`config.mk`:
```
export PLATFORM = sky130hd
export DESIGN_NAME = midi_byte_stream_decoder_core
export DESIGN_NICKNAME = d
export VERILOG_FILES = /design/src/mbsd_pkg.sv /design/src/mbsd_decode.sv /design/src/midi_byte_stream_decoder_core.sv
export VERILOG_INCLUDE_DIRS = /design/src /design/src/src
export SDC_FILE = /design/constraint.sdc
export NUM_CORES = 1
export LEC_CHECK = 0
export ABC_CLOCK_PERIOD_IN_PS = 4150
export BUFFER_PORTS_ARGS = -buffer_cell sky130_fd_sc_hd__buf_2
export CAP_MARGIN = 15
export CORE_MARGIN = 4
export CORE_UTILIZATION = 45
export DETAILED_ROUTE_END_ITERATION = 10
export PLACE_DENSITY = 0.67
export SYNTH_ARGS = -nofsm -noshare
export SYNTH_HDL_FRONTEND = slang
export SYNTH_HIERARCHICAL = 1
export SYNTH_SLANG_ARGS = --single-unit
```
`constraint.sdc`:
```
create_clock -name i_clk -period 4.15 [get_ports i_clk]
set_input_delay 0.83 -clock i_clk [delete_from_list [all_inputs] [get_ports i_clk]]
set_output_delay 0.83 -clock i_clk [all_outputs]
set_load 0.05 [all_outputs]
```
`src/midi_byte_stream_decoder_core_assert.svh`:
```
// Assertion macros shared by the MIDI byte stream decoder RTL.
// Needs nothing else; the files that check their own logic include it.
`ifndef MIDI_BYTE_STREAM_DECODER_CORE_ASSERT_SVH
`define MIDI_BYTE_STREAM_DECODER_CORE_ASSERT_SVH

// Same-cycle implication, checked outside of reset.
`define MBSD_ASSERT_NOW(label, clk, rst_n, ante, cons) \
    label: assert property (@(posedge clk) disable iff (!(rst_n)) (ante) |-> (cons)) \
        else $error("mbsd: same-cycle check failed");

// Next-cycle implication, checked outside of reset.
`define MBSD_ASSERT_NEXT(label, clk, rst_n, ante, cons) \
    label: assert property (@(posedge clk) disable iff (!(rst_n)) (ante) |=> (cons)) \
        else $error("mbsd: next-cycle check failed");

`endif

```
`src/mbsd_pkg.sv`:
```
// Types, status codes and lookup functions for the MIDI byte stream decoder.
// Has no dependencies; used by mbsd_decode and the top level.
`default_nettype none

package mbsd_pkg;

    // Status byte fields and masks.
    localparam logic [7:0] STATUS_MASK = 8'h80;
    localparam logic [7:0] SYS_BASE    = 8'hF0;
    localparam logic [7:0] LOW_NIBBLE  = 8'h0F;
    localparam logic [7:0] BYTE_MASK   = 8'hFF;

    // Message types with a known data length.
    localparam logic [7:0] ST_NOTE_OFF   = 8'h80;
    localparam logic [7:0] ST_NOTE_ON    = 8'h90;
    localparam logic [7:0] ST_POLY_PRESS = 8'hA0;
    localparam logic [7:0] ST_CTRL_CHG   = 8'hB0;
    localparam logic [7:0] ST_PROG_CHG   = 8'hC0;
    localparam logic [7:0] ST_CHAN_PRESS = 8'hD0;
    localparam logic [7:0] ST_PITCH_BEND = 8'hE0;
    localparam logic [7:0] ST_TIME_CODE  = 8'hF1;
    localparam logic [7:0] ST_SONG_POS   = 8'hF2;
    localparam logic [7:0] ST_SONG_SEL   = 8'hF3;
    localparam logic [7:0] ST_TUNE_REQ   = 8'hF6;

    // System status bytes without a known data length.
    localparam logic [7:0] ST_SYSEX      = 8'hF0;
    localparam logic [7:0] ST_UNDEF_F4   = 8'hF4;
    localparam logic [7:0] ST_UNDEF_F5   = 8'hF5;
    localparam logic [7:0] ST_SYSEX_END  = 8'hF7;
    localparam logic [7:0] ST_UNDEF_F9   = 8'hF9;
    localparam logic [7:0] ST_UNDEF_FD   = 8'hFD;

    // Real-time status bytes.
    localparam logic [7:0] RT_CLOCK    = 8'hF8;
    localparam logic [7:0] RT_START    = 8'hFA;
    localparam logic [7:0] RT_CONTINUE = 8'hFB;
    localparam logic [7:0] RT_STOP     = 8'hFC;
    localparam logic [7:0] RT_SENSE    = 8'hFE;
    localparam logic [7:0] RT_RESET    = 8'hFF;

    // Codes of the data-left counter.
    localparam logic [1:0] LEFT_NONE    = 2'd0;
    localparam logic [1:0] LEFT_ONE     = 2'd1;
    localparam logic [1:0] LEFT_TWO     = 2'd2;
    localparam logic [1:0] LEFT_UNKNOWN = 2'd3;

    // Held message state.
    typedef struct packed {
        logic [7:0] held_type;
        logic [3:0] held_channel;
        logic [1:0] data_left;
        logic [6:0] held_first_data;
    } t_state;

    // One decoded message and its valid flag.
    typedef struct packed {
        logic        valid;
        logic [7:0]  msg_status;
        logic [3:0]  msg_channel;
        logic [6:0]  first_data;
        logic [6:0]  second_data;
        logic [13:0] combined_value;
        logic [1:0]  data_count;
    } t_result;

    // Number of data bytes that follow a held type.
    function automatic logic [1:0] length_of(input logic [7:0] t);
        logic [1:0] len;
        case (t) inside
            ST_NOTE_OFF, ST_NOTE_ON, ST_POLY_PRESS, ST_CTRL_CHG,
            ST_PITCH_BEND, ST_SONG_POS: len = LEFT_TWO;
            ST_PROG_CHG, ST_CHAN_PRESS, ST_TIME_CODE, ST_SONG_SEL: len = LEFT_ONE;
            ST_TUNE_REQ: len = LEFT_NONE;
            default: len = LEFT_UNKNOWN;
        endcase
        return len;
    endfunction

    // True for the real-time status bytes.
    function automatic logic is_realtime(input logic [7:0] b);
        logic rt;
        case (b) inside
            RT_CLOCK, RT_START, RT_CONTINUE, RT_STOP, RT_SENSE, RT_RESET: rt = 1'b1;
            default: rt = 1'b0;
        endcase
        return rt;
    endfunction

endpackage

`default_nettype wire

```
`src/mbsd_decode.sv`:
```
// Combinational decode of one MIDI byte against the held message state.
// Depends on mbsd_pkg for the state and result types and the length table.
`default_nettype none

module mbsd_decode (
    input  wire logic [7:0]       i_byte,
    input  wire mbsd_pkg::t_state i_state,
    output mbsd_pkg::t_state      o_state,
    output mbsd_pkg::t_result     o_result
);
    import mbsd_pkg::*;

    logic [7:0] status_type;
    logic [3:0] status_chan;
    logic [1:0] status_len;
    logic [1:0] eff_left;
    logic [1:0] held_len;
    t_result    res;

    // Type and channel that a non-real-time status byte would hold.
    always_comb begin
        if (i_byte >= SYS_BASE) begin
            status_type = i_byte;
            status_chan = '0;
        end else begin
            status_type = i_byte & SYS_BASE;
            status_chan = i_byte[3:0] & LOW_NIBBLE[3:0];
        end
        status_len = length_of(status_type);
        held_len   = length_of(i_state.held_type);
        // Running status: with nothing pending, the held type starts over.
        eff_left   = (i_state.data_left == LEFT_NONE) ? held_len : i_state.data_left;
    end

    // Next state and the message, if one completes.
    always_comb begin
        o_state = i_state;
        res     = '0;
        if ((i_byte & STATUS_MASK) != 8'h00) begin
            if (is_realtime(i_byte)) begin
                res.valid      = 1'b1;
                res.msg_status = i_byte;
            end else begin
                o_state.held_type    = status_type;
                o_state.held_channel = status_chan;
                o_state.data_left    = status_len;
                if (status_len == LEFT_NONE) begin
                    res.valid       = 1'b1;
                    res.msg_status  = status_type;
                    res.msg_channel = status_chan;
                end
            end
        end else begin
            o_state.data_left = eff_left;
            case (eff_left)
                LEFT_TWO: begin
                    o_state.held_first_data = i_byte[6:0];
                    o_state.data_left       = LEFT_ONE;
                end
                LEFT_ONE: begin
                    o_state.data_left = LEFT_NONE;
                    res.valid         = 1'b1;
                    res.msg_status    = i_state.held_type;
                    res.msg_channel   = i_state.held_channel;
                    if (held_len == LEFT_TWO) begin
                        res.first_data  = i_state.held_first_data;
                        res.second_data = i_byte[6:0];
                        res.data_count  = LEFT_TWO;
                    end else begin
                        res.first_data = i_byte[6:0];
                        res.data_count = LEFT_ONE;
                    end
                end
                default: begin
                    // Tune request or unknown type: the byte is dropped.
                end
            endcase
        end
        // Pitch bend and song position also carry the 14-bit value.
        if (res.msg_status == ST_PITCH_BEND || res.msg_status == ST_SONG_POS) begin
            res.combined_value = {res.second_data, res.first_data};
        end
        o_result = res;
    end

endmodule

`default_nettype wire

```
`src/midi_byte_stream_decoder_core.sv`:
```
// Top level of the MIDI byte stream decoder: input register, decode, result register.
// Depends on mbsd_pkg, mbsd_decode and midi_byte_stream_decoder_core_assert.svh.
//
//  Channel | Handshake               | Payload
//  --------+-------------------------+-----------------------------------------------
//  in      | i_in_valid / o_in_stall | i_in_byte
//  out     | o_out_valid/i_out_stall | o_msg_status, o_msg_channel, o_first_data,
//          |                         | o_second_data, o_combined_value, o_data_count
//
// A byte's message is written into the result register from the decode of the input register, and
// one byte is taken every cycle while the input does not stall.
// A byte that completes no message leaves the pipe without touching the output.
// Synchronous reset clears the held message and both valid flags.
// The input stalls only while a message waits in the input stage and the result
// register is held by an output stall.
`default_nettype none

`include "midi_byte_stream_decoder_core_assert.svh"

module midi_byte_stream_decoder_core (
    input  wire logic        i_clk,
    input  wire logic        i_rst_n,
    input  wire logic        i_in_valid,
    output logic             o_in_stall,
    input  wire logic [7:0]  i_in_byte,
    output logic             o_out_valid,
    input  wire logic        i_out_stall,
    output logic [7:0]       o_msg_status,
    output logic [3:0]       o_msg_channel,
    output logic [6:0]       o_first_data,
    output logic [6:0]       o_second_data,
    output logic [13:0]      o_combined_value,
    output logic [1:0]       o_data_count
);
    import mbsd_pkg::*;

    logic       r_in_valid;
    logic [7:0] r_in_byte;
    t_state     r_state;
    t_state     n_state;
    t_result    dec_result;
    logic       r_out_valid;
    t_result    r_out;
    logic       out_free;
    logic       s1_go;
    logic       in_free;

    // Decode of the byte in the input register.
    mbsd_decode u_decode (
        .i_byte   (r_in_byte),
        .i_state  (r_state),
        .o_state  (n_state),
        .o_result (dec_result)
    );

    // Flow control: the input stage moves on when its message has room or it has none.
    assign out_free   = !r_out_valid || !i_out_stall;
    assign s1_go      = r_in_valid && (out_free || !dec_result.valid);
    assign in_free    = !r_in_valid || s1_go;
    assign o_in_stall = !in_free;

    // Input register.
    always_ff @(posedge i_clk) begin
        if (!i_rst_n) begin
            r_in_valid <= 1'b0;
        end else if (in_free) begin
            r_in_valid <= i_in_valid;
        end
        if (in_free && i_in_valid) begin
            r_in_byte <= i_in_byte;
        end
    end

    // Held message state advances as each byte leaves the input stage.
    always_ff @(posedge i_clk) begin
        if (!i_rst_n) begin
            r_state <= '0;
        end else if (s1_go) begin
            r_state <= n_state;
        end
    end

    // Result register.
    always_ff @(posedge i_clk) begin
        if (!i_rst_n) begin
            r_out_valid <= 1'b0;
        end else if (out_free) begin
            r_out_valid <= s1_go && dec_result.valid;
        end
        if (out_free && s1_go && dec_result.valid) begin
            r_out <= dec_result;
        end
    end

    assign o_out_valid      = r_out_valid;
    assign o_msg_status     = r_out.msg_status;
    assign o_msg_channel    = r_out.msg_channel;
    assign o_first_data     = r_out.first_data;
    assign o_second_data    = r_out.second_data;
    assign o_combined_value = r_out.combined_value;
    assign o_data_count     = r_out.data_count;

    // A blocked byte stays in the input stage unchanged.
    `MBSD_ASSERT_NEXT(a_in_hold, i_clk, i_rst_n, r_in_valid && !s1_go,
        r_in_valid && $stable(r_in_byte))
    // The 14-bit value is only carried by pitch bend and song position.
    `MBSD_ASSERT_NOW(a_comb_type, i_clk, i_rst_n, r_out_valid && (r_out.combined_value != '0),
        r_out.msg_status == ST_PITCH_BEND || r_out.msg_status == ST_SONG_POS)
    // A message without data carries zero data fields.
    `MBSD_ASSERT_NOW(a_no_data, i_clk, i_rst_n, r_out_valid && (r_out.data_count == LEFT_NONE),
        r_out.first_data == '0 && r_out.second_data == '0)
    // A message is never dropped: a new one is written only when the old one left.
    `MBSD_ASSERT_NOW(a_no_overwrite, i_clk, i_rst_n, s1_go && dec_result.valid, out_free)

endmodule

`default_nettype wire
```
* After elaboration in Yosys (flattened, before gate mapping)
Index checks and enable logic that the tools add are counted.
Storage, ports and cells: logic and storage cells 99, ROM bits 0, memories 0, bits in latches 0, RAM bits 0, flip-flop bits (word level) 73
Operators by class: eq/ne operators 34, bitwise logic cells 3, add/subtract/negate cells 0, multipliers 0, multiplexer cells 23, divide/modulo/power cells 0, $lt $le $gt $ge 1, reductions and logical operators 25, shift-type cells 0
Operators with widths (number):
- equality test 8 bit, second input constant | 30
- 2-to-1 mux 27 bit | 1
- 2-to-1 mux 13 bit | 2
- 2-to-1 mux 2 bit | 10
- OR reduction 6 bit | 3
- 2-to-1 mux 14 bit | 1
- 2-to-1 mux 7 bit | 2
- 2-to-1 mux 4 bit | 3
- 2-to-1 mux 9 bit | 1
- greater-or-equal comparator 8 bit, second input constant | 1
- OR reduction 4 bit | 2
- AND reduction 3 bit | 2
- logical AND 1 bit | 5
- zero test 1 bit | 5
- equality test 2 bit, second input constant | 2
- zero test 2 bit | 2
- logical OR 1 bit | 4
- case mux 2 bit (2 select lines) | 1
- NOT 1 bit | 3
- equality test 2 x 1 -> 1 bit, second input constant | 1
- 2-to-1 mux 1 bit | 2
- inequality test 2 bit, second input constant | 1
- AND reduction 2 bit | 1
- OR reduction 2 bit | 1

* Logic depth before layout (Yosys ltp)
word-level depth 15, mapped depth 13, depth with buffers taken out 11

* Modules after synthesis
Netlist, hierarchy kept.
Modules (own cells, without submodules):
- midi_byte_stream_decoder_core | area each 2442.3 um^2, seq. area each 1961.9 um^2, instances 1, cells an instance 152
- mbsd_decode | area each 1013.5 um^2, seq. area each 0.0 um^2, instances 1, cells an instance 159

* Least setup slack after synthesis
OpenSTA, ideal clock, no wires.
path kind reg2out, start register r_state[20] (netlist bit), end output o_in_stall, path slack 638 ps, stages on the path, launching flop included 12, data arrival time 2682 ps, required time 3320 ps, buffers on the path 2, path through dfxtp_1 nor3b_1 nand3_1 a31o_2 inv_1 ha_1 nand2b_1 clkbuf_1 buf_1 nand2_1 nand2_1 nor2_1
RTL lines:
- start, declared | RTL line midi_byte_stream_decoder_core.sv:39 | t_state r_state;
- start signal, assigned | RTL line midi_byte_stream_decoder_core.sv:79 | r_state <= n_state;
- end, declared | RTL line midi_byte_stream_decoder_core.sv:24 | output logic o_in_stall,

==> results.toml <==
[pwr]
p_leak_uw = 0.00166
ir_worst_vdd_mv = 0.152
power_density_nw_per_um2 = 363

[sta]
holdWs_ns = 0.463
tightestPinTransition_ns = 0.965
max_slew_margin_pct = 35.7
fmax_mhz = 302
slew_violations = 0
setup_tns_ns = 0
hold_viol_final = 0
setup_viol = 0
rsz0062_at_grt = "no"
period_share_pct = 79.9
post-route-min-period_ns = 3.31
finalClockSkew_ns = 0.00803

[hold_path]
hold_class = "flip-flop to flip-flop"
hp-start = "r_state[12]"

[floorplanning]
die_x_um = 95.6
die_h_um = 95.6
initial_core_util_pct = 46.9
dieArea_um2 = 9150
core_region_area_um2 = 7370
io_pins = 56
row_count = 31

[grt]
grt_pass1_vias = 2303
grt_pass1_wl_mm = 11.4
antenna_found_initial = 0
grt.overflow.total = 0
grt_usage_pct = 16.8
grt_max_degree = 45

[synth]
netlist.area_leader.share_pct = 43.4
synth_largest_area_cell = "edfxtp_1"
ys_seq_area_share_pct = 56.8
yosysWarnings = 6
ys.flop_type = "edfxtp_1"
synth.distinct_cells = 45
synth_seq_cells = 73
synth_nets = 326
synth_most_common_cell = "nand2_1"
synth_area_per_cell_um2 = 11.1
synthArstFlopShare_pct = 0
ys_top_cells_by_area = "edfxtp_1 (43%), dfxtp_1 (13%), mux2i_1 (8.1%)"
synth_commonest_cells = "nand2_1 (69), edfxtp_1 (50), mux2i_1 (28)"
syn_inst = 311
synth_area_um2 = 3460
synth_edf_count = 50

[clocking]
cts_sinks = 73
post_cts_buffers = 0
cts_root_buffer = "clkbuf_8"
htreeDepth = 3
ctsHoldBuffers = 0
cts_resized = 0
cts_tree = "built"
ctsLongestPathBuffers = 2
cts_buffers = 9
clkSlewWorstSetupHoldPaths_ns = 0.07
clkLatencyLatePin_ns = 0.35

[worst_setup_path]
r2r_cells = 11
worstPathMaxFanout = 8
cp_data_arrival_time_ns = 2.48
endpoint = "o_in_stall"
cp.required_ns = 3.32
cp-start-kind = "flip-flop"
r2r_start = "r_state[18]"
startpoint = "r_state[18]"
crit_type = "flip-flop to output port"
worst_r2r_endpoint = "o_combined_value[13]"
ff2ff_setup_slack_ns = 1.20
cp-end-kind = "output port"

[place]
gp_congestion = 0.895
hpwlAfterDp_mm = 4.62
dpl_cell_area_um2 = 3750
io_buffer_count = 55

[drt]
wl_per_cell_um = 15.0
final_antenna_net_count = 0
detail_route.vias_per_cell = 5.14
first_iter_violations = 153
detail_route.first_pass.iterations = 4
vias = 2379
drc = 0
routed_wl_mm = 6.94

[final_layout]
drive_gt1_share_pct = 24.7
syn_to_final_growth_pct = 13.8
diodes = 0
design_area_um2 = 3930
final_nets = 374
fillers = 696

[run]
max_cap_viol_count = 0

[outcome]
status = "finished, final reports clean"
==> per-layer routing <==
metal,part of all wire [%],GRT usage [%]
met1,44,21.7
met2,47,25.7
met3,6.1,3.24
met4,3.0,10.5
met5,0,0
==> worst max-delay path, stage by stage, from the launching register on <==
cell	delay, ns
dfxtp_1	0.48
and4_1	0.28
nand3_1	0.09
a31o_2	0.28
inv_1	0.07
ha_1	0.17
nand2b_1	0.08
nand2_1	0.15
nand2_1	0.09
nor2_1	0.16
buf_2	0.30
==> state kept, by name (all words and copies together) (netlist names) <==
register / flops
r_in_valid: 1
r_state: 21
o_msg_status: 8
o_combined_value: 14
o_msg_channel: 4
o_first_data: 7
r_in_byte: 8
o_data_count: 2
o_second_data: 7
o_out_valid: 1
==> power by group <==
part | switching (µW) | internal, µW
clock network | 248 | 266
registers | 21.1 | 785
logic | 61.6 | 44.4
total | 331 | 1090
==> cell type report <==
type	instances	area (µm²)	area share, %
clock inverters	2	12.5	0.318
repair buffers	58	298	7.57
multi-input cells	211	1340	34.1
well taps	99	124	3.15
flip-flops and latches	73	1960	49.9
inverters	6	22.5	0.573
clock buffers	14	173	4.39
==> how the worst min path moves through the flow <==
stage | endpoint | slack (ns) | depth (start not counted)
5_1_grt | r_state[1] | 0.50 | 2
2_1_floorplan | r_state[12] | 0.43 | 2
3_3_place_gp | r_state[12] | 0.45 | 2
3_5_place_dp | r_state[12] | 0.46 | 2
6_report | r_state[12] | 0.46 | 2
4_1_cts | r_state[12] | 0.47 | 2
==> cells in the final DEF (no fill, tap or decap), types with 5 or more instances in the layout <==
cell type / Yosys / final
clkbuf_8: 0 / 12
dfxtp_1: 23 / 23
mux2i_1: 28 / 28
and2_1: 16 / 16
inv_1: 5 / 5
nand2_1: 69 / 69
nor2_1: 15 / 15
edfxtp_1: 50 / 50
buf_2: 6 / 55
nor4_1: 8 / 8
o21ai_0: 9 / 9
a21oi_1: 6 / 6
mux2_2: 9 / 9
nand2b_1: 5 / 5
==> through the flow <==
| step | setup WS, ns | utilization [%] | total power [µW] | std cells |
|---|---|---|---|---|
| floorplan | 0.638 | - | 903 | 311 |
| global placement | 1.28 | 50.8 | 925 | 447 |
| detailed placement | 1.23 | 50.8 | 927 | 447 |
| CTS | 0.817 | 53.3 | 1440 | 463 |
| global route | 0.564 | 53.3 | 1490 | 463 |
| finish | 0.836 | 53.3 | 1430 | 463 |
==> cell families after synthesis <==
logic type | count (synthesis) | synth area share, %
AND/OR/NAND/NOR | 136 | 19.0
flip-flops | 73 | 56.8
multiplexers | 37 | 11.0
AO/OA/AOI/OAI | 35 | 7.68
buffers and inverters | 27 | 4.45
adder cells (fa/ha/maj) | 3 | 1.09
No activity file was read; power rests on OpenSTA's default activity.
